**src/sv/ncdf_pkg.sv**
```systemverilog
// Package for the normal CDF core: fixed-point formats, Horner coefficient
// tables and the sideband struct that travels along the cell chain.
// No dependencies.
package ncdf_pkg;

  // Widths of the datapath.
  localparam int unsigned Z_W    = 24;  // signed Q8.16 score
  localparam int unsigned P_W    = 17;  // unsigned Q1.16 probability
  localparam int unsigned ACC_W  = 38;  // signed Q8.30 Horner accumulator
  localparam int unsigned T_W    = 32;  // signed Q2.30 Horner argument
  localparam int unsigned Y_W    = 30;  // unsigned Q0.30 half magnitude, inner range
  localparam int unsigned CELLS  = 14;  // Horner steps of the longer polynomial

  // Range limits on |z| in Q16.
  localparam logic [Z_W-1:0] LIMIT_Q16 = 24'd393216;  // |z| >= 6.0
  localparam logic [Z_W-1:0] TWO_Q16   = 24'd131072;  // |z| <  2.0

  // Q2.30 constants.
  localparam logic [T_W:0] TWO_Q30 = 33'd2147483648;
  localparam logic signed [39:0] ONE_Q30 = 40'sd1073741824;
  localparam logic [P_W-1:0] OUT_MAX = 17'd65536;

  // Decimal coefficients are integers times 1e-12, scaled to Q2.30 with rounding.
  localparam longint QS = 64'sd262144;
  localparam longint QR = 64'sd122070312;
  localparam longint QD = 64'sd244140625;

  // Inner polynomial in y*y, padded with leading zeros so both polynomials
  // take the same number of Horner steps.
  localparam logic signed [ACC_W-1:0] COEF_IN [CELLS+1] = '{
    38'sd0, 38'sd0, 38'sd0, 38'sd0, 38'sd0, 38'sd0,
    38'((64'sd124818987 * QS + QR) / QD),
    38'(-((64'sd1075204047 * QS + QR) / QD)),
    38'((64'sd5198775019 * QS + QR) / QD),
    38'(-((64'sd19198292004 * QS + QR) / QD)),
    38'((64'sd59054035642 * QS + QR) / QD),
    38'(-((64'sd151968751364 * QS + QR) / QD)),
    38'((64'sd319152932694 * QS + QR) / QD),
    38'(-((64'sd531923007300 * QS + QR) / QD)),
    38'((64'sd797884560593 * QS + QR) / QD)
  };

  // Outer polynomial in y - 2.
  localparam logic signed [ACC_W-1:0] COEF_OUT [CELLS+1] = '{
    38'(-((64'sd45255659 * QS + QR) / QD)),
    38'((64'sd152529290 * QS + QR) / QD),
    38'(-((64'sd19538132 * QS + QR) / QD)),
    38'(-((64'sd676904986 * QS + QR) / QD)),
    38'((64'sd1390604284 * QS + QR) / QD),
    38'(-((64'sd794620820 * QS + QR) / QD)),
    38'(-((64'sd2034254874 * QS + QR) / QD)),
    38'((64'sd6549791214 * QS + QR) / QD),
    38'(-((64'sd10557625006 * QS + QR) / QD)),
    38'((64'sd11630447319 * QS + QR) / QD),
    38'(-((64'sd9279453341 * QS + QR) / QD)),
    38'((64'sd5353579108 * QS + QR) / QD),
    38'(-((64'sd2141268741 * QS + QR) / QD)),
    38'((64'sd535310849 * QS + QR) / QD),
    38'((64'sd999936657524 * QS + QR) / QD)
  };

  // Sideband that rides with each transaction through the chain.
  typedef struct packed {
    logic                  pos;    // score is non-negative
    logic                  tail;   // |z| >= 6, result saturates
    logic                  inner;  // |z| < 2, inner polynomial
    logic signed [T_W-1:0] t;      // Horner argument
    logic [Y_W-1:0]        y;      // |z|/2 for the final inner multiply
  } ncdf_side_t;

endpackage

```
**src/sv/ncdf_cell.sv**
```systemverilog
// One Horner cell: acc * t rounded to Q2.30 plus this cell's coefficient,
// in two register stages (split partial products, then sum). Depends on ncdf_pkg.
module ncdf_cell import ncdf_pkg::*; #(
  parameter logic signed [ACC_W-1:0] C_IN  = '0,
  parameter logic signed [ACC_W-1:0] C_OUT = '0
) (
  input  logic                    clk_i,
  input  logic                    rst_ni,
  input  logic                    en_i,
  input  logic                    valid_i,
  input  ncdf_side_t              side_i,
  input  logic signed [ACC_W-1:0] acc_i,
  output logic                    valid_o,
  output ncdf_side_t              side_o,
  output logic signed [ACC_W-1:0] acc_o
);

  localparam logic signed [71:0] RND = 72'sd1 <<< 29;

  logic                    va_q;
  ncdf_side_t              side_a_q;
  logic signed [50:0]      p_hi_d, p_hi_q;
  logic signed [51:0]      p_lo_d, p_lo_q;
  logic signed [71:0]      sum;
  logic signed [71:0]      rounded;
  logic signed [ACC_W-1:0] coef;
  logic signed [ACC_W-1:0] acc_d, acc_q;
  ncdf_side_t              side_b_q;

  // Partial products of the upper and lower halves of the accumulator.
  assign p_hi_d = $signed(acc_i[ACC_W-1:19]) * side_i.t;
  assign p_lo_d = $signed({1'b0, acc_i[18:0]}) * side_i.t;

  always_ff @(posedge clk_i or negedge rst_ni) begin
    if (!rst_ni) begin
      va_q    <= 1'b0;
      valid_o <= 1'b0;
    end else if (en_i) begin
      va_q    <= valid_i;
      valid_o <= va_q;
    end
  end

  always_ff @(posedge clk_i) begin
    if (en_i) begin
      side_a_q <= side_i;
      p_hi_q   <= p_hi_d;
      p_lo_q   <= p_lo_d;
    end
  end

  // Recombine, round half up to Q2.30 and add the coefficient.
  assign sum     = (72'(p_hi_q) <<< 19) + 72'(p_lo_q) + RND;
  assign rounded = sum >>> 30;
  assign coef    = side_a_q.inner ? C_IN : C_OUT;
  assign acc_d   = ACC_W'(rounded) + coef;

  always_ff @(posedge clk_i) begin
    if (en_i) begin
      side_b_q <= side_a_q;
      acc_q    <= acc_d;
    end
  end

  assign side_o = side_b_q;
  assign acc_o  = acc_q;

endmodule

```
**config.mk**
```make
export PLATFORM = sky130hd
export DESIGN_NAME = ncdf_cell
export DESIGN_NICKNAME = d
export VERILOG_FILES = /design/src/sv/ncdf_pkg.sv /design/src/sv/ncdf_cell.sv
export SDC_FILE = /design/constraint.sdc
export NUM_CORES = 2
export LEC_CHECK = 0
export BUFFER_PORTS_ARGS = -buffer_cell sky130_fd_sc_hd__buf_2
export CORE_ASPECT_RATIO = 1.75
export CORE_UTILIZATION = 25
export CTS_BUF_LIST = sky130_fd_sc_hd__clkbuf_2
export DETAILED_ROUTE_END_ITERATION = 7
export HOLD_SLACK_MARGIN = 0.08
export PLACE_DENSITY_LB_ADDON = 0.05
export SLEW_MARGIN = 20
export SYNTH_ARGS = -nofsm -noshare
export SYNTH_HDL_FRONTEND = slang
export SYNTH_SLANG_ARGS = --single-unit
```
**constraint.sdc**
```tcl
create_clock -name clk_i -period 8.25 [get_ports clk_i]
set_clock_uncertainty 0.1 [all_clocks]
set_input_delay 1.65 -clock clk_i [delete_from_list [all_inputs] [get_ports clk_i]]
set_output_delay 1.65 -clock clk_i [all_outputs]
set_load 0.02 [all_outputs]
```
# Word level (Yosys, flattened, before mapping)
# Index checks and enable logic that the tools add are counted.
# totals
ff_bits,271
in_bits,107
out_inout_bits,104
word_cells,19
# classes
add_sub_neg,2
n_mul,2
# ops
op,n
$add A68 B31 Y68 const B,1
$add A68 B52 Y68,1
$mul A20 B32 Y52,1
$mul A19 B32 Y49,1

# Depth between registers and ports, before layout
# depth
word_depth,2
ltp_mapped,28
mapped_depth_nobuf,26

# Worst setup path after synthesis
# No wires, ideal clock.
# synth_timing
kind,input port to flip-flop
start,in side_i[44] in the netlist's numbering
end,reg p_hi_q[47] (data pin)
setup_ns,0.258
t_arrival_ns,8.233
required_time_ns,7.892
slack_ns,-0.341
path_stages,22
path_buffers,2
path_cell_list,clkbuf_1 > clkbuf_1 > nand2_1 > fa_1 > fa_1 > fa_1 > inv_1 > fa_1 > fa_1 > fa_1 > fa_1 > ha_1 > a21o_1 > a221o_1 > a211o_1 > a221o_1 > a21oi_2 > o21ai_2 > o41a_1 > a211o_1 > a21oi_2 > xnor2_1
# synth_via
elab_chain_len,1
# synth_lines
item,line,rtl
from (decl),ncdf_cell.sv:11,"input ncdf_side_t side_i,"
$mul A19 B32 Y49,ncdf_cell.sv:31,assign p_hi_d = $signed(acc_i[ACC_W-1:19]) * side_i.t;
named net p_hi_d[47],ncdf_cell.sv:22,"logic signed [50:0] p_hi_d, p_hi_q;"
to (signal assigned),ncdf_cell.sv:47,p_hi_q <= p_hi_d;
to (decl),ncdf_cell.sv:22,
# The timed path passes the listed nets, and every way through them passes these cells.
# A chain may end at the register's enable or synchronous reset.

# Worst setup path after layout
# layout_timing
start,in acc_i[4]
end,reg p_lo_q[50] (data pin)
# layout_via
elab_chain_len,1
# layout_lines
item,line,rtl
from (decl),ncdf_cell.sv:12,"input logic signed [ACC_W-1:0] acc_i,"
$mul A20 B32 Y52,ncdf_cell.sv:32,"assign p_lo_d = $signed({1'b0, acc_i[18:0]}) * side_i.t;"
named net p_lo_d[50],ncdf_cell.sv:23,"logic signed [51:0] p_lo_d, p_lo_q;"
to (signal assigned),ncdf_cell.sv:48,p_lo_q <= p_lo_d;
to (decl),ncdf_cell.sv:23,
# The timed path passes the listed nets, and every way through them passes these cells.

==> metrics.txt <==
clk root buf=clkbuf_2; Synth area leader=fa_1; Max Cap Viol=0; synth top area cells=fa_1, edfxtp_1, ha_1, inv_1, and2_1; critical path class=primary input to flip-flop; Seq/Total Area, Yosys=between 10% and 20%; Layout area overhead=18.0%; Util after Layout=29.7%; RePlAce Congestion=0.807; Post-Route WL=between 150000 and 200000 um; fin crit share=94.8%; Seq cells post-synth=between 200 and 300; vias per inst=4.26; share of layout cells above drive strength 1=15.8%; Pre-Repair DR Iteration Count=5; final slew viol count=0; H-Tree Level Count=3; Site Rows=220; die height=602 um; vias in the first global route=41500; worst hold path class=flip-flop to flip-flop; min cycle time layout=7.82 ns; Setup-failing EPs final=0; WP data arrival=8.73 ns; initial antenna violation count=24; Fill cells=21900; syn nets=~6700; Post-synth ARST share=0.794%; number of flops mapped to enable cells by yosys=250; Startpoint Class=primary input; Routed Antenna Nets=0; post-synth top area share=45.8%; I/O Buffers=210; largest net degree at the start of global routing=125; most frequent cell after synthesis=inv_1; Starting DRT DRC Count=1118; Fmax=128 MHz; Core ar.=205000 sq um; Setup Buffers After CTS=0; Yosys warnings=0; die width=345 um; Post-Place Cells=slightly above 8000; CTS tree=yes; Initial Util=25.1%; layout net count=7357; Overall Global Routing Usage=a little under a fifth; Worst-path clk slew=0.11 ns; Commonest cells post-synth=inv_1, fa_1, and2_1, nand2_1, ha_1; crit-path max FO=11; Least-Margin Pin Slew=0.933 ns; die footprint=approximately 210000 sq um; status=finished clean; largest buffer count on any clock path=3; Worst Path Required=9.16 ns; Distinct cells, synth=between 60 and 70; RSZ-0062 raised after global routing=no; Netlist Area Pre-Place=between 50000 and 60000 sq um; Clock Latency Late Sink=1.36 ns; dominant synthesized flop cell=edfxtp_1; grt ovf=0; Final Non-Filler Cells=8441; Hold Fails Final Rpt=0; io pins=211; vias=between 30000 and 40000; CP Capture Type=flip-flop; CTS Buf Count=77; hpwl dp=about 160000 um; Sink Count=252; DRC viols=0; DR WL/cell=21.9 um; Slew HR=37.8%; first-pass GRT wire length=273000 um; Post-Synthesis Cells=5087; syn_area_per_cell=10.1 sq um
## state kept, by name, summed over array words and instances (netlist names)
register  flops
side_a_q     65
side_o       65
p_hi_q       49
acc_o        38
p_lo_q       33
va_q          1
valid_o       1
## critical path, stage by stage
cell and delay [ns]:
buf_2 0.32, buf_4 0.25, and2_1 0.15, fa_1 0.45
fa_1 0.52, inv_1 0.05, fa_1 0.48, inv_1 0.06
fa_1 0.48, fa_1 0.45, fa_1 0.57, inv_1 0.07
fa_1 0.47, inv_1 0.05, ha_1 0.19, a21o_1 0.18
a211o_1 0.28, o211ai_1 0.44, a211oi_1 0.15, buf_4 0.17
o311ai_1 0.24, buf_4 0.17, a21oi_1 0.06, buf_4 0.16
a311o_1 0.36, buf_4 0.14, xor2_1 0.13
## layer usage
metal	global-route usage [%]	up-vias	share of wire [%]
li1	-	16300	-
met1	18.4	18900	35
met2	37.9	541	60
met3	1.88	198	2.4
met4	5.25	18	3.3
met5	0	-	0.056
## per-stage QoR
stage / setup slack, ns / instance area (sq um) / hold WS [ns] / setup TNS, ns
6_report: 0.427 / 60700 / 0.241 / 0
5_1_grt: 0.250 / 60700 / 0.153 / 0
4_1_cts: 0.593 / 60700 / 0.0805 / 0
3_5_place_dp: -0.878 / 59900 / 0.305 / -22.00
3_3_place_gp: -0.883 / 59900 / 0.301 / -22.76
2_1_floorplan: -0.0840 / 51600 / 0.300 / -0.0840
## layout make-up
class,count,area (sq um),share of cell area [%]
Antenna cell,10,25.0,0.0412
Clock buffer,101,505,0.832
Clock inverter,32,178,0.293
Inverter,1195,4490,7.39
Multi-Input combinational cell,3395,38600,63.5
Sequential cell,252,7560,12.4
Tap cell,2664,3330,5.49
Timing Repair Buffer,792,6090,10.0
## timing repair
action | CTS | global route
hold buffers | 8 | 0
endpoints found under the hold margin | 9 | 0
resized for setup | 0 | 0
## path summary, 6_finish.rpt
kind	startpoint	to	slack, ns	depth (start not counted)
max in group asynchronous	rst_ni	valid_o$_DFFE_PN0P_	7.30	2
min	side_a_q[4]$_DFFE_PP_	side_o[4]$_DFFE_PP_	0.24	0
min in group asynchronous	rst_ni	va_q$_DFFE_PN0P_	0.65	2
min reg2reg	side_a_q[4]$_DFFE_PP_	side_o[4]$_DFFE_PP_	0.24	0
max	acc_i[4]	p_lo_q[50]$_DFFE_PP_	0.43	27
max reg2reg	p_hi_q[19]$_DFFE_PP_	acc_o[37]$_DFFE_PP_	3.50	12
## cell families after synthesis
kind of cell,share of synthesized area (%)
AO/OA/AOI/OAI,3.85
XOR/XNOR,2.04
adder cells (fa/ha/maj),54.5
buffers and inverters,10.5
flip-flops,14.7
multiplexers,0.0632
AND/OR/NAND/NOR,14.3
## placed cells by master, fill, tap and decap left out, types with 30 or more instances in the layout
| cell | instances |
|---|---|
| buf_4 | 523 |
| buf_12 | 51 |
| buf_2 | 209 |
| ha_1 | 357 |
| inv_1 | 1194 |
| nor2_1 | 68 |
| xor2_1 | 36 |
| edfxtp_1 | 250 |
| fa_1 | 1178 |
| and2_1 | 669 |
| a21oi_1 | 76 |
| nand2_1 | 567 |
| nor2b_1 | 39 |
| a21o_1 | 53 |
| o21a_1 | 30 |
| o21ai_0 | 35 |
| xnor2_1 | 84 |
| clkbuf_2 | 101 |
Power is left out: the tool's default activity adds up to more than one toggle a clock period on the data nets, which glitch-free logic cannot reach.
