## src/sv/ncdf_pkg.sv

```systemverilog
// Package for the normal CDF core: fixed-point formats, Horner coefficient
// tables and the sideband struct that travels along the cell chain.
// No dependencies.
package ncdf_pkg;

  // Widths of the datapath.
  localparam int unsigned Z_W    = 24;  // signed Q8.16 score
  localparam int unsigned P_W    = 17;  // unsigned Q1.16 probability
  localparam int unsigned ACC_W  = 38;  // signed Q8.30 Horner accumulator
  localparam int unsigned T_W    = 32;  // signed Q2.30 Horner argument
  localparam int unsigned Y_W    = 30;  // unsigned Q0.30 half magnitude, inner range
  localparam int unsigned CELLS  = 14;  // Horner steps of the longer polynomial

  // Range limits on |z| in Q16.
  localparam logic [Z_W-1:0] LIMIT_Q16 = 24'd393216;  // |z| >= 6.0
  localparam logic [Z_W-1:0] TWO_Q16   = 24'd131072;  // |z| <  2.0

  // Q2.30 constants.
  localparam logic [T_W:0] TWO_Q30 = 33'd2147483648;
  localparam logic signed [39:0] ONE_Q30 = 40'sd1073741824;
  localparam logic [P_W-1:0] OUT_MAX = 17'd65536;

  // Decimal coefficients are integers times 1e-12, scaled to Q2.30 with rounding.
  localparam longint QS = 64'sd262144;
  localparam longint QR = 64'sd122070312;
  localparam longint QD = 64'sd244140625;

  // Inner polynomial in y*y, padded with leading zeros so both polynomials
  // take the same number of Horner steps.
  localparam logic signed [ACC_W-1:0] COEF_IN [CELLS+1] = '{
    38'sd0, 38'sd0, 38'sd0, 38'sd0, 38'sd0, 38'sd0,
    38'((64'sd124818987 * QS + QR) / QD),
    38'(-((64'sd1075204047 * QS + QR) / QD)),
    38'((64'sd5198775019 * QS + QR) / QD),
    38'(-((64'sd19198292004 * QS + QR) / QD)),
    38'((64'sd59054035642 * QS + QR) / QD),
    38'(-((64'sd151968751364 * QS + QR) / QD)),
    38'((64'sd319152932694 * QS + QR) / QD),
    38'(-((64'sd531923007300 * QS + QR) / QD)),
    38'((64'sd797884560593 * QS + QR) / QD)
  };

  // Outer polynomial in y - 2.
  localparam logic signed [ACC_W-1:0] COEF_OUT [CELLS+1] = '{
    38'(-((64'sd45255659 * QS + QR) / QD)),
    38'((64'sd152529290 * QS + QR) / QD),
    38'(-((64'sd19538132 * QS + QR) / QD)),
    38'(-((64'sd676904986 * QS + QR) / QD)),
    38'((64'sd1390604284 * QS + QR) / QD),
    38'(-((64'sd794620820 * QS + QR) / QD)),
    38'(-((64'sd2034254874 * QS + QR) / QD)),
    38'((64'sd6549791214 * QS + QR) / QD),
    38'(-((64'sd10557625006 * QS + QR) / QD)),
    38'((64'sd11630447319 * QS + QR) / QD),
    38'(-((64'sd9279453341 * QS + QR) / QD)),
    38'((64'sd5353579108 * QS + QR) / QD),
    38'(-((64'sd2141268741 * QS + QR) / QD)),
    38'((64'sd535310849 * QS + QR) / QD),
    38'((64'sd999936657524 * QS + QR) / QD)
  };

  // Sideband that rides with each transaction through the chain.
  typedef struct packed {
    logic                  pos;    // score is non-negative
    logic                  tail;   // |z| >= 6, result saturates
    logic                  inner;  // |z| < 2, inner polynomial
    logic signed [T_W-1:0] t;      // Horner argument
    logic [Y_W-1:0]        y;      // |z|/2 for the final inner multiply
  } ncdf_side_t;

endpackage

```

## src/sv/ncdf_front.sv

```systemverilog
// Front end of the normal CDF core: input register, range split and the
// squaring stage that forms the Horner argument. Depends on ncdf_pkg.
module ncdf_front import ncdf_pkg::*; (
  input  logic                    clk_i,
  input  logic                    rst_ni,
  input  logic                    en_i,
  input  logic                    valid_i,
  input  logic signed [Z_W-1:0]   z_i,
  output logic                    valid_o,
  output ncdf_side_t              side_o,
  output logic signed [ACC_W-1:0] acc_o
);

  localparam logic [61:0] SQ_RND = 62'd1 << 29;

  logic                  v0_q;
  logic signed [Z_W-1:0] z_q;
  logic [Z_W-1:0]        mag;
  logic                  v1_q;
  logic                  pos_q, tail_q, inner_q;
  logic [T_W-1:0]        y_q;
  logic [61:0]           sq;
  logic [T_W:0]          shifted;
  ncdf_side_t            side_d, side_q;

  // Input register.
  always_ff @(posedge clk_i or negedge rst_ni) begin
    if (!rst_ni) begin
      v0_q <= 1'b0;
    end else if (en_i) begin
      v0_q <= valid_i;
    end
  end

  always_ff @(posedge clk_i) begin
    if (en_i) begin
      z_q <= z_i;
    end
  end

  // Magnitude and range classification; y is |z|/2 in Q2.30.
  assign mag = z_q[Z_W-1] ? Z_W'(-z_q) : Z_W'(z_q);

  always_ff @(posedge clk_i or negedge rst_ni) begin
    if (!rst_ni) begin
      v1_q <= 1'b0;
    end else if (en_i) begin
      v1_q <= v0_q;
    end
  end

  always_ff @(posedge clk_i) begin
    if (en_i) begin
      pos_q   <= ~z_q[Z_W-1];
      tail_q  <= (mag >= LIMIT_Q16);
      inner_q <= (mag < TWO_Q16);
      y_q     <= {mag[18:0], 13'd0};
    end
  end

  // Square of y for the inner range, shifted y for the outer range.
  assign sq      = 62'(y_q[Y_W-1:0]) * 62'(y_q[Y_W-1:0]);
  assign shifted = {1'b0, y_q} - TWO_Q30;

  always_comb begin
    side_d.pos   = pos_q;
    side_d.tail  = tail_q;
    side_d.inner = inner_q;
    side_d.y     = y_q[Y_W-1:0];
    if (inner_q) begin
      side_d.t = T_W'((sq + SQ_RND) >> 30);
    end else begin
      side_d.t = T_W'(shifted);
    end
  end

  always_ff @(posedge clk_i or negedge rst_ni) begin
    if (!rst_ni) begin
      valid_o <= 1'b0;
    end else if (en_i) begin
      valid_o <= v1_q;
    end
  end

  always_ff @(posedge clk_i) begin
    if (en_i) begin
      side_q <= side_d;
    end
  end

  assign side_o = side_q;
  assign acc_o  = side_q.inner ? COEF_IN[0] : COEF_OUT[0];

endmodule

```

## config.mk

```make
export PLATFORM = sky130hd
export DESIGN_NAME = ncdf_front
export DESIGN_NICKNAME = d
export VERILOG_FILES = /design/src/sv/ncdf_pkg.sv /design/src/sv/ncdf_front.sv
export SDC_FILE = /design/constraint.sdc
export NUM_CORES = 1
export LEC_CHECK = 0
export BUFFER_PORTS_ARGS = -buffer_cell sky130_fd_sc_hd__buf_4
export CAP_MARGIN = 20
export CELL_PAD_IN_SITES_DETAIL_PLACEMENT = 0
export CELL_PAD_IN_SITES_GLOBAL_PLACEMENT = 1
export CORE_MARGIN = 10
export CORE_UTILIZATION = 49
export CTS_CLUSTER_SIZE = 20
export DETAILED_ROUTE_END_ITERATION = 7
export PLACE_DENSITY = 0.82
export SYNTH_ARGS = -nofsm -noshare
export SYNTH_HDL_FRONTEND = slang
export SYNTH_SLANG_ARGS = --single-unit
```

## constraint.sdc

```tcl
create_clock -name clk_i -period 8.4 [get_ports clk_i]
set_input_delay 0.42 -clock clk_i [delete_from_list [all_inputs] [get_ports clk_i]]
set_output_delay 0.42 -clock clk_i [all_outputs]
set_load 0.005 [all_outputs]
```

# --- Word level (Yosys, flattened, before mapping) ---
# Cells that the tools add are included.
word_totals:
  regBits: 101
  latchBits: 0
  ram_bits: 0
  rom_bits: 0
  in_bits: 28
  output_inout_bits: 104
  word_cells: 23
  mem_count: 0
classes:
  addsub: 3
  n_mul: 1
  div: 0
  magnitude_cmp: 2
  n_eq_ne: 0
  shift: 0
  muxes: 3
  bitwise: 1
  reduce_logical: 0
op_table:
  columns: ["cell", "count"]
  rows:
  - ["adder 60 x 30 -> 61 bit, second input constant", 1]
  - ["two-way mux 38 bit", 1]
  - ["multiplier 17 x 17 -> 34 bit", 1]
  - ["two-way mux 32 bit", 1]
  - ["subtractor 32 bit, second input constant", 1]
  - ["greater-or-equal comparator 24 x 19 -> 1 bit, second input constant", 1]
  - ["< comparator 24 x 18 -> 1 bit, second input constant", 1]
  - ["two-way mux 24 bit", 1]
  - ["negation 24 bit", 1]
  - ["inverter 1 bit", 1]

# --- Longest topological paths before layout ---
# Gate-level depths: netlist of run 1.
logic_depth:
  ltp_word: 3
  depth_mapped: 26

# --- Worst setup path before layout of run 1 ---
# OpenSTA, ideal clock, no wires.
synth_path:
  path_type: "register to register"
  startpoint: "register y_q[18]"
  endpoint: "register side_q (netlist bit side_o[58]) (data pin)"
  setup_ns: 0.270
  arrival_time_ns: 6.871
  required_time_ns: 8.130
  setup_slack_ns: 1.259
  stages_incl_launch_ff: 27
  n_path_buf: 3
  period_less_slack_ns: 7.141
  cell_sequence: "edfxtp_1 -> clkbuf_1 -> clkbuf_1 -> nand2_1 -> fa_1 -> inv_1 -> fa_1 -> inv_1 -> fa_1 -> inv_1 -> fa_1 -> fa_1 -> inv_1 -> fa_1 -> inv_1 -> ha_1 -> nand2_1 -> o21a_1 -> nor3b_1 -> and3_4 -> nor3_4 -> nand4bb_2 -> or4b_1 -> buf_6 -> nor4_1 -> xor2_1 -> a21oi_1"
synth_rtl:
  columns: ["item", "line_no", "text"]
  rows:
  - ["start, declared", "ncdf_front.sv:21", "logic [T_W-1:0] y_q;"]
  - ["start signal, assigned", "ncdf_front.sv:57", "y_q <= {mag[18:0], 13'd0};"]
  - ["end signal, assigned", "ncdf_front.sv:87", "side_q <= side_d;"]
  - ["end, declared", "ncdf_front.sv:24", "ncdf_side_t side_d, side_q;"]

==> flow_summary.ini, run 1 <==
[run_status]
status = complete, no violations

[floorplanning]
die-area_sq_um = 34260
row_count = 60
die_w_um = 185.1
start_util_pct = 49.70
ios = 132
core_area_sq_um = 26880
die_h_um = 185.1

[drt]
via_per_inst = 5.247
dr.pass1.iters = 5
wl_per_cell_um = 17.99
ant_nets = 0
vias = 9192
wl_mm = 31.51
drc = 0
drt_iter0_markers = 526

[setup_path]
crit_fanout = 14
r2r_setup_slack_ns = 0.54
max_stage_delay_ns = 0.87
cpMostUsedCell = fa_1
crit_slowest_cell = edfxtp_1
startpoint = y_q[26]
timing.rr.start = y_q[26]
crit_cells = 23
cp-start-kind = flop
path_class = flop to flop
r2r_cells = 23
crit_required_ns = 8.48
endpoint_kind = flop
critPathTopFamily = adder cells
crit_end = side_o[58]
worstReg2RegEnd = side_o[58]
cp.arrival_ns = 7.95
cp_num_buf_inv = 5
worstPathCellList = inv_1 -> nor2_1 -> inv_1 -> fa_1 -> fa_1 -> inv_1 -> fa_1 -> inv_1 -> fa_1 -> fa_1 -> fa_1 -> inv_1 -> ha_1 -> nand2_1 -> o21a_1 -> nor3b_1 -> and3_4 -> nor3_4 -> nand4bb_2 -> or4b_1 -> nor4_1 -> xor2_1 -> a21oi_1

[sta]
finClkSkew_ns = 0.01355
relSlewSlack_pct = 34.72
slew_viol_final = 0
max_freq_mhz = 127.2
hold_ws_ns = 0.2365
finalSetupTns_ns = 0
fin_crit_ns = 7.862
timing.final.crit_share_pct = 93.59
worst_slew_pin_slew_ns = 0.9791
rsz0062_at_grt = no
hold_viol = 0
finalSetupViolCount = 0

[cells_and_area]
nFillCells = 2436
final_core_util_pct = 54.40
finalNonFillerCells = 1752
area_delta_synth_final_pct = 9.471
drive_gt1_share_pct = 12.76
multi_input_area_sq_um = 8914
final_nets = 1739
diodes = 0
register_area_sq_um = 3018

[global_routing]
track_usage_pct = 19.17
grt-ovfl-total = 0
grt_pass1_wl_mm = 51.64
grt_max_degree = 76
antenna_found_initial = 0
grt_pass1_vias = 9883

[job]
drv_cap = 0

[placed_design]
place_hpwl_mm = 25.45
place.gp.congestion = 0.9360
io_buffer_count = 109
dp.cells = 1735

[clock_network]
clockBufferDepth = 2
cts_buffers = 9
clock-sinks = 101
cts_tree = yes
cts_resized = 0
post-cts-setup-buffers = 0
root_buffer = clkbuf_16
clock_latency_ns = 0.35
htree_levels = 3
path_clk_slew_ns = 0.08

[synthesis]
synthFlopType = edfxtp_1
synthArstFlopShare_pct = 2.970
postSynthAreaPerCell_sq_um = 10.02
synth.area.top_cells = fa_1, edfxtp_1, ha_1, inv_1, xnor2_1
synth_edf_count = 98
ys_warn_count = 0
synth_top_area_share_pct = 29.08
syn-cell-area_sq_um = 13360
seq_area_frac_synth_pct = 22.59
synth-seq-cells = 101
syn-instance-count = 1333
yosys.area.top_type = fa_1
yosysUniqueCellTypes = 77

[worst_hold_path]
holdCritPathClass = input pin to flop
## metal layers
layer | global-route usage (%) | vias up | routed length (um)
li1 | - | 4327 | -
met1 | 24.41 | 4636 | 13520
met2 | 34.03 | 197 | 16200
met3 | 2.861 | 32 | 1349
met4 | 3.381 | 0 | 439
met5 | 0 | - | 0
## timing repair
action | in CTS | in global routing
setup endpoints to repair | 0 | 0
endpoints found under the hold margin | 3 | 0
hold buffers | 1 | 0
## worst register-to-register path, cell delays in order (launching register included)
cell	delay, ns
edfxtp_1	0.87
inv_1	0.34
nor2_1	0.27
inv_1	0.08
fa_1	0.45
fa_1	0.49
inv_1	0.05
fa_1	0.51
inv_1	0.05
fa_1	0.48
fa_1	0.52
fa_1	0.55
inv_1	0.04
ha_1	0.39
nand2_1	0.14
o21a_1	0.23
nor3b_1	0.14
and3_4	0.19
nor3_4	0.22
nand4bb_2	0.17
or4b_1	0.77
nor4_1	0.36
xor2_1	0.18
a21oi_1	0.08
## area by class of cell
type | instances | share of cell area [%]
timing repair buffer | 132 | 6.794
inverter | 254 | 6.521
clock buffer | 9 | 1.540
sequential | 101 | 20.64
tap | 341 | 2.918
multi-input combinational | 908 | 60.96
clock inverter | 7 | 0.6247
## how the worst min path moves through the flow
stage	slack [ns]	endpoint	startpoint	cells past startpoint
final	0.24	z_q[13]	z_i[13]	1
after global routing	0.23	z_q[22]	z_i[22]	1
after CTS	0.23	z_q[13]	z_i[13]	1
after detailed placement	0.21	valid_o	rst_ni	1
after global placement	0.21	valid_o	rst_ni	1
after floorplan	0.12	v0_q	rst_ni	0
## state kept, by name (all words and copies together), names as in the netlist
register,flops
side_o,52
tail_q,1
pos_q,1
valid_o,1
y_q,19
inner_q,1
v0_q,1
z_q,24
v1_q,1
## synthesized netlist by cell type, types with 5 or more instances
library cell and instances:
a21oi_1 45, edfxtp_1 98, nand4_1 9, ha_1 111, or3_1 5, inv_1 254, and2_1 71, nand2b_1 6
or2_2 6, fa_1 194, xnor2_1 54, nand2_1 117, nor2b_1 7, buf_4 53, o21ai_0 29, nand3_1 14
o21a_1 7, mux2_2 6, o21ai_1 8, nor3_1 14, and3_1 12, a21o_1 8, nor2_1 55, clkbuf_1 34
xor2_1 24
## per-stage QoR
stage | setup WS [ns] | area (sq um)
after global placement | 0.6699 | 14300
after CTS | 0.5295 | 14620
after floorplan | 1.259 | 13440
after global routing | 0.08271 | 14620
after detailed placement | 0.5649 | 14300
final | 0.5382 | 14620
## layout by cell type, fill, tap and decap left out, types with 8 or more instances in the layout
master     synthesis  final
a21o_1             8      8
a21oi_1           45     45
and2_1            71     71
and3_1            12     12
buf_4             53    131
clkbuf_16          0      9
conb_1             1     22
edfxtp_1          98     98
fa_1             194    194
ha_1             111    111
inv_1            254    254
nand2_1          117    117
nand3_1           14     14
nand4_1            9      9
nor2_1            55     55
nor3_1            14     14
o21ai_0           29     29
o21ai_1            8      8
xnor2_1           54     54
xor2_1            24     24
## cells by family (layout without fill, tap and decap cells)
| family | Yosys count | count (layout) | share of synthesized area [%] |
|---|---|---|---|
| AO/OA/AOI/OAI | 138 | 138 | 6.679 |
| flip-flops | 101 | 101 | 22.59 |
| AND/OR/NAND/NOR | 355 | 355 | 14.04 |
| other | 1 | 22 | 0.02808 |
| adder cells (fa/ha/maj) | 305 | 305 | 39.48 |
| buffers and inverters | 345 | 402 | 11.26 |
| multiplexers | 10 | 10 | 0.8056 |
| XOR/XNOR | 78 | 78 | 5.115 |
Power of run 1 is not shown: default switching activity piles up to over one toggle a cycle in this logic, so the estimate is an artifact.
==> inputs of run 2 (changes only) <==
==> config.mk (replaced) <==
export PLATFORM = sky130hd
export DESIGN_NAME = ncdf_front
export DESIGN_NICKNAME = d
export VERILOG_FILES = /design/src/sv/ncdf_pkg.sv /design/src/sv/ncdf_front.sv
export SDC_FILE = /design/constraint.sdc
export NUM_CORES = 1
export LEC_CHECK = 0
export CAP_MARGIN = 20
export CELL_PAD_IN_SITES_DETAIL_PLACEMENT = 0
export CELL_PAD_IN_SITES_GLOBAL_PLACEMENT = 1
export CORE_MARGIN = 10
export CORE_UTILIZATION = 52
export CTS_CLUSTER_SIZE = 20
export DETAILED_ROUTE_END_ITERATION = 7
export DONT_BUFFER_PORTS = 1
export GPL_ROUTABILITY_DRIVEN = 0
export PLACE_DENSITY = 0.8
export RECOVER_POWER = 50
export SYNTH_ARGS = -nofsm -noshare
export SYNTH_HDL_FRONTEND = slang
export SYNTH_SLANG_ARGS = --single-unit
==> flow_summary.ini, run 2 (same netlist as run 1, synthesis figures left out) <==
[sta]
hold_viol = 0
max_freq_mhz = 125.5
relSlewSlack_pct = 39.04
finalSetupTns_ns = 0
fin_crit_ns = 7.965
finClkSkew_ns = 0.02297
finalSetupViolCount = 0
timing.final.crit_share_pct = 94.82
worst_slew_pin_slew_ns = 0.9145
rsz0062_at_grt = no
slew_viol_final = 0

[cells_and_area]
area_delta_synth_final_pct = 3.063
finalNonFillerCells = 1634
drive_gt1_share_pct = 5.291
layout_common_cells = inv_1, fa_1, nand2_1, ha_1, edfxtp_1
largest_reg_flops = 52
diodes = 0
layout_commonest_cell = inv_1
nFillCells = 2237
final_nets = 1632

[setup_path]
r2r_setup_slack_ns = 0.43
crit_fanout = 11
worstReg2RegEnd = side_o[58]
path_class = flop to flop
endpoint_kind = flop
cp.arrival_ns = 8.06
cp-start-kind = flop
crit_required_ns = 8.49
timing.rr.start = y_q[24]
r2r_cells = 22

[global_routing]
grt_max_degree = 102
track_usage_pct = 18.43
antenna_found_initial = 1
grt_pass1_vias = 9007
grt-ovfl-total = 0
grt_pass1_wl_mm = 48.36

[worst_hold_path]
hold_path_startpoint = z_i[22]
hold_end = z_q[22]
holdCritPathClass = input pin to flop
min_path_cells = 0

[floorplanning]
die-area_sq_um = 32500
core_area_sq_um = 25250
die_h_um = 180.3
start_util_pct = 52.89
ios = 132
die_w_um = 180.3
row_count = 58

[drt]
vias = 8661
drt_iter0_markers = 445
dr.pass1.iters = 5
drc = 0
ant_nets = 0
via_per_inst = 5.300
wl_per_cell_um = 18.11
wl_mm = 29.59

[placed_design]
dp.cells = 1617
place_hpwl_mm = 23.95
io_buffer_count = 0

[job]
drv_cap = 0

[clock_network]
post-cts-setup-buffers = 0
root_buffer = clkbuf_16
cts_tree = yes
path_clk_slew_ns = 0.09
htree_levels = 3
cts_buffers = 9
clock_latency_ns = 0.36
clock-sinks = 101
clockBufferDepth = 2
cts_resized = 0
cts_hold_buf = 1

[run_status]
status = complete, no violations
[run 2: per-layer routing]
layer  routed length (um)  part of all wire [%]  up-vias  GRT usage [%]
met2                14440                    49      212          30.79
met4                  457                   1.5        0          3.543
met1                12670                    43     4311          23.75
li1                     -                     -     4111              -
met3                 2029                   6.9       27          4.739
met5                    0                     0        -              0
[run 2: how the worst max path moves through the flow]
stage                     startpoint          to  slack [ns]  cells past startpoint
after CTS                    y_q[19]  side_o[58]        0.53                     23
after global routing         y_q[19]  side_o[58]        0.03                     23
after global placement       y_q[20]  side_o[58]        0.73                     21
after floorplan              y_q[18]  side_o[58]        1.26                     26
after detailed placement     y_q[19]  side_o[58]        0.56                     23
final                        y_q[24]  side_o[58]        0.43                     22
[run 2: area by class of cell]
class | instances | area, sq um | share of cell area (%)
clock buffers | 9 | 225.2 | 1.636
clock inverters | 7 | 67.56 | 0.4908
inverters | 254 | 953.4 | 6.926
multi-input cells | 908 | 8914 | 64.75
flip-flops and latches | 101 | 3018 | 21.92
well taps | 330 | 412.9 | 2.999
repair buffers | 25 | 175.2 | 1.272
[run 2: through the flow]
step / hold slack (ns) / utilization (%) / cell area [sq um] / setup WS [ns]
floorplan: 0.1244 / - / 13440 / 1.259
global placement: 0.1245 / 53.37 / 13480 / 0.7313
detailed placement: 0.1245 / 53.37 / 13480 / 0.5604
CTS: 0.1522 / 54.57 / 13780 / 0.5286
global route: 0.1503 / 54.51 / 13770 / 0.02503
finish: 0.1684 / 54.51 / 13770 / 0.4349
[run 2: critical path, stage by stage, from the launching register on]
cell	delay, ns
edfxtp_1	0.56
clkbuf_1	0.59
nand2_1	0.15
fa_1	0.57
inv_1	0.07
fa_1	0.46
fa_1	0.52
fa_1	0.52
fa_1	0.56
inv_1	0.06
fa_1	0.54
inv_1	0.04
ha_1	0.36
a21oi_1	0.22
o21ai_1	0.16
or3_1	0.35
and3b_1	0.27
nor2_1	0.10
xnor2_1	0.18
or4b_1	0.75
nor4_1	0.40
xor2_1	0.19
a21oi_1	0.09
Power of run 2 is left out for the same reason.
==> inputs of run 3 (changes only) <==
--- a/config.mk
+++ b/config.mk
@@ -15,7 +15,7 @@
 export DONT_BUFFER_PORTS = 1
 export GPL_ROUTABILITY_DRIVEN = 0
 export PLACE_DENSITY = 0.8
-export RECOVER_POWER = 50
+export RECOVER_POWER = 25
 export SYNTH_ARGS = -nofsm -noshare
 export SYNTH_HDL_FRONTEND = slang
 export SYNTH_SLANG_ARGS = --single-unit
==> constraint.sdc (replaced) <==
create_clock -name clk_i -period 8.6 [get_ports clk_i]
set_input_delay 1.72 -clock clk_i [delete_from_list [all_inputs] [get_ports clk_i]]
set_output_delay 1.72 -clock clk_i [all_outputs]
set_load 0.005 [all_outputs]
==> flow_summary.ini, run 3 (same netlist as run 1, synthesis figures left out) <==
[cells_and_area]
layout_commonest_cell = inv_1
nFillCells = 2273
largest_reg_flops = 52
layout_common_cells = inv_1, fa_1, nand2_1, ha_1, edfxtp_1
final_nets = 1626
final_core_util_pct = 54.31
area_delta_synth_final_pct = 2.679
post-route-cell-area_sq_um = 13710
drive_gt1_share_pct = 4.545

[clock_network]
clockBufferDepth = 2
cts_tree = yes
cts_hold_buf = 0
cts_buffers = 9
post-cts-setup-buffers = 0
root_buffer = clkbuf_16
clock_latency_ns = 0.35
path_clk_slew_ns = 0.09
htree_levels = 3
clock-sinks = 101
cts_resized = 0

[sta]
slew_viol_final = 0
worst_slew_pin_slew_ns = 0.9882
rsz0062_at_grt = no
fin_crit_ns = 7.959
finalSetupTns_ns = 0
finalSetupViolCount = 0
max_freq_mhz = 125.6
relSlewSlack_pct = 34.12
hold_viol = 0
timing.final.crit_share_pct = 92.54
finClkSkew_ns = 0.02092

[drt]
wl_mm = 29.48
dr.pass1.iters = 5
ant_nets = 0
via_per_inst = 5.335
drc = 0
vias = 8690
wl_per_cell_um = 18.10
drt_iter0_markers = 655

[setup_path]
worstPathCellList = clkbuf_1 -> nand2_1 -> fa_1 -> fa_1 -> inv_1 -> fa_1 -> fa_1 -> fa_1 -> inv_1 -> fa_1 -> inv_1 -> ha_1 -> a21oi_1 -> o21ai_1 -> or3_1 -> and3b_1 -> nor2_1 -> xnor2_1 -> or4b_1 -> nor4_1 -> xor2_1 -> a21oi_1
max_stage_delay_ns = 0.74
cpMostUsedCell = fa_1
cp.arrival_ns = 8.03
critPathTopFamily = adder cells
endpoint_kind = flop
cp-start-kind = flop
crit_required_ns = 8.67
path_class = flop to flop
cp_num_buf_inv = 4
crit_slowest_cell = or4b_1
crit_fanout = 11

[job]
drv_cap = 0

[placed_design]
placed_area_sq_um = 13440
io_buffer_count = 0
place_hpwl_mm = 23.68

[floorplanning]
core_area_sq_um = 25250
row_count = 58
ios = 132
die_h_um = 180.3
die_w_um = 180.3
die-area_sq_um = 32500
start_util_pct = 52.89

[global_routing]
grt-ovfl-total = 0
grt_pass1_vias = 9229
grt_max_degree = 102
antenna_found_initial = 1
grt_pass1_wl_mm = 48.69
track_usage_pct = 18.41

[worst_hold_path]
holdCritPathClass = flop to flop

[run_status]
status = complete, no violations
-- run 3: cell count changes in the layout (fill, tap and decap cells not counted) --
cell / change
clkbuf_1: +5
diode_2: +1
dlygate4sd3_1: -1
buf_4: -10
inv_6: -3
clkinvlp_4: +1
clkinv_2: -1
clkbuf_8: +1
inv_8: +2
-- run 3: metal layers --
metal / routed length (um) / part of all wire (%) / vias up / GRT usage (%)
li1: - / - / 4102 / -
met1: 12580 / 43 / 4362 / 23.97
met2: 14550 / 49 / 198 / 31.30
met3: 1968 / 6.7 / 26 / 3.896
met4: 381 / 1.3 / 2 / 3.117
met5: 7 / 0.024 / - / 0
-- run 3: area by class of cell --
class                   count  area [sq um]  share of cell area [%]
multi-input cells         908          8914                   64.99
diodes                      1         2.502                 0.01825
flip-flops and latches    101          3018                   22.01
clock inverters             6         66.31                  0.4835
repair buffers             19         108.9                  0.7937
inverters                 254         953.4                   6.952
well taps                 330         412.9                   3.011
clock buffers              10         239.0                   1.743
-- run 3: per-stage QoR --
| stage | hold WS (ns) | instances | setup slack [ns] |
|---|---|---|---|
| 6_report | 0.4406 | 1629 | 0.6413 |
| 2_1_floorplan | 0.4003 | 1354 | 1.459 |
| 3_3_place_gp | 0.4043 | 1612 | 0.9238 |
| 3_5_place_dp | 0.4068 | 1612 | 0.8095 |
| 5_1_grt | 0.4563 | 1628 | 0.2150 |
| 4_1_cts | 0.4384 | 1628 | 0.7875 |
-- run 3: final timing paths --
check,startpoint,to,slack (ns),cells past startpoint
setup / recovery,y_q[24],side_o[58],0.64,22
min in group asynchronous,rst_ni,valid_o,1.06,0
max in group asynchronous,rst_ni,v1_q,7.47,0
hold / removal,pos_q,side_o[64],0.44,0
hold reg to reg,pos_q,side_o[64],0.44,0
setup reg to reg,y_q[24],side_o[58],0.64,22
Power of run 3 is left out for the same reason.
